==> src/rtl/ufsr_pkg.sv <==
// Shared types and constants for the union-find engine.
// No dependencies; used by ufsr_ctrl, ufsr_dp, union_find_size_rank and the bench.
package ufsr_pkg;

    localparam int NODE_COUNT = 1024;
    localparam int NODE_W     = $clog2(NODE_COUNT);
    localparam int STEP_W     = $clog2(NODE_COUNT + 1);
    localparam int SIZE_W     = 11;
    localparam int CMD_W      = 2;
    localparam int S_TDATA_W  = ((CMD_W + 2 * NODE_W + 7) / 8) * 8;
    localparam int M_TDATA_W  = ((NODE_W + SIZE_W + 1 + 7) / 8) * 8;

    localparam logic [SIZE_W-1:0] SIZE_MAX = {SIZE_W{1'b1}};
    localparam logic [STEP_W-1:0] STEP_LIMIT = STEP_W'(NODE_COUNT);

    localparam logic [CMD_W-1:0] CMD_INIT  = 2'd0;
    localparam logic [CMD_W-1:0] CMD_FIND  = 2'd1;
    localparam logic [CMD_W-1:0] CMD_MERGE = 2'd2;

    // controller to datapath
    typedef struct packed {
        logic load;
        logic init_wr;
        logic walk_adv;
        logic walk_end;
        logic comp_wr;
        logic next_find;
        logic size_rd_ra;
        logic cap_size_a;
        logic res_init;
        logic res_find;
        logic res_merge;
        logic out_load;
    } ufsr_cmd_t;

    // datapath to controller
    typedef struct packed {
        logic is_init;
        logic is_merge;
        logic walk_done;
        logic comp_done;
        logic out_free;
    } ufsr_stat_t;

endpackage

==> src/rtl/ufsr_ctrl.sv <==
// Sequencer for the union-find engine: init, walk, compression, merge and result hand-off.
// Depends on ufsr_pkg; drives ufsr_dp through ufsr_cmd_t.
module ufsr_ctrl
    import ufsr_pkg::*;
(
    input  logic       clk,
    input  logic       rst_n,
    input  logic       in_valid,
    output logic       in_ready,
    input  ufsr_stat_t stat,
    output ufsr_cmd_t  cmd
);

    localparam logic [3:0] ST_IDLE  = 4'd0;
    localparam logic [3:0] ST_INIT  = 4'd1;
    localparam logic [3:0] ST_WRD   = 4'd2;
    localparam logic [3:0] ST_WCHK  = 4'd3;
    localparam logic [3:0] ST_CRD   = 4'd4;
    localparam logic [3:0] ST_CCHK  = 4'd5;
    localparam logic [3:0] ST_FDONE = 4'd6;
    localparam logic [3:0] ST_MSA   = 4'd7;
    localparam logic [3:0] ST_MSB   = 4'd8;
    localparam logic [3:0] ST_FSZ   = 4'd9;
    localparam logic [3:0] ST_OUT   = 4'd10;

    logic [3:0] state_reg;
    logic [3:0] state_next;
    logic       phase_reg;
    logic       phase_next;

    assign in_ready = (state_reg == ST_IDLE);

    always_comb
    begin
        state_next = state_reg;
        phase_next = phase_reg;
        cmd        = '0;
        case (state_reg)
            ST_IDLE:
            begin
                if (in_valid)
                begin
                    cmd.load   = 1'b1;
                    phase_next = 1'b0;
                    state_next = ST_WRD;
                end
            end
            ST_INIT:
            begin
                cmd.init_wr  = 1'b1;
                cmd.res_init = 1'b1;
                state_next   = ST_OUT;
            end
            ST_WRD:
            begin
                // parent read of cur is in flight; init skips the walk
                state_next = stat.is_init ? ST_INIT : ST_WCHK;
            end
            ST_WCHK:
            begin
                if (stat.walk_done)
                begin
                    cmd.walk_end = 1'b1;
                    state_next   = ST_CRD;
                end
                else
                begin
                    cmd.walk_adv = 1'b1;
                    state_next   = ST_WRD;
                end
            end
            ST_CRD:
            begin
                state_next = stat.comp_done ? ST_FDONE : ST_CCHK;
            end
            ST_CCHK:
            begin
                cmd.comp_wr = 1'b1;
                state_next  = ST_CRD;
            end
            ST_FDONE:
            begin
                if (stat.is_merge && !phase_reg)
                begin
                    cmd.next_find = 1'b1;
                    phase_next    = 1'b1;
                    state_next    = ST_WRD;
                end
                else if (stat.is_merge)
                begin
                    cmd.size_rd_ra = 1'b1;
                    state_next     = ST_MSA;
                end
                else
                begin
                    state_next = ST_FSZ;
                end
            end
            ST_MSA:
            begin
                cmd.cap_size_a = 1'b1;
                state_next     = ST_MSB;
            end
            ST_MSB:
            begin
                cmd.res_merge = 1'b1;
                state_next    = ST_OUT;
            end
            ST_FSZ:
            begin
                cmd.res_find = 1'b1;
                state_next   = ST_OUT;
            end
            ST_OUT:
            begin
                if (stat.out_free)
                begin
                    cmd.out_load = 1'b1;
                    state_next   = ST_IDLE;
                end
            end
            default:
            begin
                state_next = ST_IDLE;
            end
        endcase
    end

    always_ff @(posedge clk or negedge rst_n)
    begin
        if (!rst_n)
        begin
            state_reg <= ST_IDLE;
            phase_reg <= 1'b0;
        end
        else
        begin
            state_reg <= state_next;
            phase_reg <= phase_next;
        end
    end

endmodule

==> config.mk <==
export PLATFORM = sky130hd
export DESIGN_NAME = ufsr_ctrl
export DESIGN_NICKNAME = d
export VERILOG_FILES = /design/src/rtl/ufsr_pkg.sv /design/src/rtl/ufsr_ctrl.sv
export SDC_FILE = /design/constraint.sdc
export NUM_CORES = 1
export LEC_CHECK = 0
export BUFFER_PORTS_ARGS = -buffer_cell sky130_fd_sc_hd__buf_2
export CAP_MARGIN = 15
export CORE_AREA = 2 2 39 41
export DETAILED_ROUTE_END_ITERATION = 6
export DIE_AREA = 0 0 41 43
export PLACE_DENSITY = 0.58
export SETUP_SLACK_MARGIN = 0.4
export SLEW_MARGIN = 20
export SYNTH_ARGS = -nofsm -noshare
export SYNTH_HDL_FRONTEND = slang
export SYNTH_SLANG_ARGS = --single-unit
==> constraint.sdc <==
create_clock -name clk -period 1.4 [get_ports clk]
set_clock_uncertainty 0.05 [all_clocks]
set_input_delay 0.14 -clock clk [delete_from_list [all_inputs] [get_ports clk]]
set_output_delay 0.14 -clock clk [all_outputs]
set_load 0.03 [all_outputs]
[Word level (Yosys, flattened, before mapping)]
Index checks and enable logic that the tools add are counted.
Storage, ports and cells
  bits in registers: 5
  output and inout port bits: 13
  logic and storage cells: 49
Cells by class
  eq/ne operators: 13
  mux-type cells: 27
  reduce and logical (&&, ||, !) cells: 7
Operator list (number)
  4-bit one-hot mux with 9 select lines: 1
  4-bit by 3-bit equality test with 1-bit output, second input constant: 4
  1-bit 2-to-1 mux: 16
  4-bit 2-to-1 mux: 4
  4-bit equality test, second input constant: 3
  4-bit by 2-bit equality test with 1-bit output, second input constant: 2
  2-bit 2-to-1 mux: 4
  2-bit inequality test, second input constant: 3
  4-bit by 1-bit equality test with 1-bit output, second input constant: 1
  4-bit zero test: 1
  3-bit 2-to-1 mux: 1
  3-bit AND reduction: 1
  3-bit OR reduction: 1
  1-bit one-hot mux with 2 select lines: 1
  2-bit AND reduction: 1
  2-bit nonzero test: 1
  1-bit logical AND: 1
  1-bit zero test: 1

[Longest topological paths before layout]
  depth after elaboration: 4
  mapped depth: 4
  gate-level depth less buffers: 3

[Worst setup path before layout]
Ideal clock, no wire load.
  kind: reg-to-reg
  start: reg state_reg[3]
  end: reg phase_reg
  arrival time: 1721 ps
  path slack: -502 ps
  stages on the path, launching flop included: 5
  buffers on the path: 1
  path through: dfrtp_1 -> buf_6 -> nor4_2 -> and2_1 -> o21ai_1
On the way
  longest elaborated chain between the ends: 3
  elaborated cells on any way between the ends: 7
RTL lines
  from (decl): RTL line ufsr_ctrl.sv:26  | logic [3:0] state_reg;
  from (signal assigned): RTL line ufsr_ctrl.sv:138  | state_reg <= state_next;
  4-bit zero test (*)
  net in_ready: RTL line ufsr_ctrl.sv:9  | output logic in_ready,
  2-bit inequality test (no line) / 2-bit nonzero test (equally long branches)
  3-bit AND reduction (no line)
  to (signal assigned): RTL line ufsr_ctrl.sv:139  | phase_reg <= phase_next;
  to (decl): RTL line ufsr_ctrl.sv:28  | logic phase_reg;
Mark *: on every way through the listed nets, which the timed path passes. The rest lies on a longest branch.
A chain may end at the register's enable or synchronous reset.

==> impl_results.md <==
* Status: finished with violations
* Failing checks: negative setup slack
* GR Overflow Total at 0
* Place WS at -0.0740 ns
* Slew @ Worst Pin at ~0.26 ns
* # clock sinks at 5
* First-pass iteration count of the detailed router at 2
* Tmin final at ~1.5 ns
* Vias in the first global route at 516
* WP data arrival at approximately 1.4 ns
* Synth-to-layout area growth at 124%
* Worst-path maximum fanout at 4
* Worst EP required at about 1.2 ns
* Placed inst area at 679 um^2
* Wire per inst at about 13 um
* Vias at between 500 and 600
* I/O Pins at 21
* CTS tree: yes
* Placed cells at 92
* Num CTS Buffers at 3
* DR vias/cell at 5.15
* N_diodes at 0
* Row count at 14
* H-tree levels at 1
* Largest register FFs at 4
* Drt initial violations at 3
* Synth area leader: dfrtp_1
* Layout cell share with drive strength beyond 1 at 81.1%
* GP Congestion at 0.806
* Die area at approximately 1800 um^2
* RSZ-0062 raised after global routing: yes
* Area share of the leading cell type in the synthesized netlist at between 20 and 30%
* Core area at 1380 um^2
* Port Buf Inserts at 20
* Pleak at 0.425 nW
* Synthesized area at roughly 440 um^2
* Max Slew Vio Count at 0
* Setup violations, final at 15
* Clk slew on worst S/H paths at 0.05 ns
* Deepest clock path buffer count at 2
* Root Driver: clkbuf_4
* Max cap viols at 0
* Hold/Removal Path Class: in2reg
* Initial antenna violation count at 0
* Post-Layout Cell Count at about 110
* Final Net Count at between 90 and 100
* Post-route clock period utilization at 110%
* Mapped Nets at 60
* Area contributors post-synth: dfrtp_1 (29%), nand2b_1 (5.7%), nor3_1 (4.6%)
* Post-Route WL at about 1.4 mm
* Synth Flop Type: dfrtp_1
* Max IR drop VDD at around 1500 uV
* FILL cells at 103
* Most numerous cell in the Yosys netlist: dfrtp_1
* Fraction of registers with async set/reset at between 90% and 100%
* Initial Utilization at 31.5%
* GRT Overall Usage at 20.3%
* EDFF count, synth at 0
* CP Capture Type: output pin
* Height of the die at around 43 um
* Largest net degree at the start of global routing at 9
* Seq/Total Area, Yosys at 28.7%
* Drt drc at 0
* Fin. Hold Viols at 0
* Power per cell area at around 2100 nW/um^2
* Final WS setup at -0.139 ns
* First-pass GRT wire length at approximately 2.4 mm
* Routed Antenna Nets at 0
* Critical Path Start Type: flop
* Synthesis Warnings at 0
* Setup TNS at -1.15 ns
* Synthesized instance count at 52
* Yosys cell types at 30
* Final instance area at 973 um^2
* Hpwl dp at around 870 um
* CP Class: reg2out
* Commonest cells post-synth: dfrtp_1 (5), nand2b_1 (4), nor2_1 (4), nor3_1 (4)
* Width of the die at about 41 um
* Fin Hold WS at 0.170 ns
* Max_slew headroom at between 80% and 90%
* Syn avg cell area at 8.37 um^2
* Max Fclk at between 600 and 700 MHz
* Skew-Pair Late Insertion Delay at 0.25 ns
* Seq cells post-synth at 5
[path summary, 6_finish.rpt]
path	start	end	slack (ns)	cells past startpoint
max	state_reg[3]	cmd[11]	-0.14	3
min	stat[1]	state_reg[0]	0.17	3
max reg2reg	state_reg[3]	phase_reg	-0.05	6
min reg2reg	phase_reg	phase_reg	0.51	2
max in group asynchronous	rst_n	state_reg[1]	0.95	2
min in group asynchronous	rst_n	state_reg[3]	0.19	2
[layout make-up]
| class | instances | area, um^2 | area share [%] |
|---|---|---|---|
| Sequential cell | 5 | 130 | 13.4 |
| Tap cell | 16 | 20.0 | 2.06 |
| Multi-Input combinational cell | 40 | 439 | 45.1 |
| Inverter | 2 | 7.51 | 0.771 |
| Clock buffer | 4 | 26.3 | 2.70 |
| Timing Repair Buffer | 39 | 350 | 36.0 |
[stage by stage]
step / util (%) / power [mW]
2_1_floorplan: - / 1.08
3_3_place_gp: 49.1 / 1.32
3_5_place_dp: 49.1 / 1.32
4_1_cts: 66.6 / 1.88
5_1_grt: 70.3 / 2.13
6_report: 70.3 / 2.00
[critical path: stages (launching register included)]
cell,delay [ns]
dfrtp_2,0.44
nor4_4,0.34
and2_4,0.20
buf_6,0.12
[layer usage]
layer / global-route usage [%] / vias up / wire (um)
li1: - / 265 / -
met1: 28.0 / 264 / 651
met2: 28.4 / 15 / 687
met3: 7.85 / 2 / 65
met4: 6.00 / 0 / 8
met5: 0 / - / 0
[placed cells by master, fill, tap and decap left out, drive strengths merged]
master and n:
a21boi 1, nand3b 1, nand4b 1, and2b 1, inv 2, nand3 2
nor3b 1, or2 1, and3 1, a311oi 1, nor2b 2, nand2 2
o32ai 1, nor4b 1, mux2 1, and4 1, o21ai 3, a21oi 1
clkbuf 4, nor4 2, nand2b 4, nor2 4, dfrtp 5, a2bb2oi 2
buf 38, and4bb 1, and2 1, nor3 4, dlygate4sd3 1
[report_power, final]
part / switching, mW / leakage, nW / internal (mW)
clock: 0.0642 / 0.0150 / 0.108
combinational: 0.691 / 0.351 / 0.766
sequential: 0.150 / 0.0591 / 0.219
total: 0.906 / 0.425 / 1.09
[kinds of logic (layout without fill, tap and decap cells)]
group	after synthesis	after routing	synth area share, %
simple gates	30	30	44.8
compound gates	9	9	14.4
buf+inv	7	45	9.48
flops	5	5	28.7
mux	1	1	2.59
[what timing repair did]
action,CTS,global route
setup buffers,7,2
resized for setup,49,9
endpoints found under the setup margin,18,18
hold buffers,1,0
pin swaps,8,8
hold endpoints to repair,5,0
(Power assumes the default switching activity.)
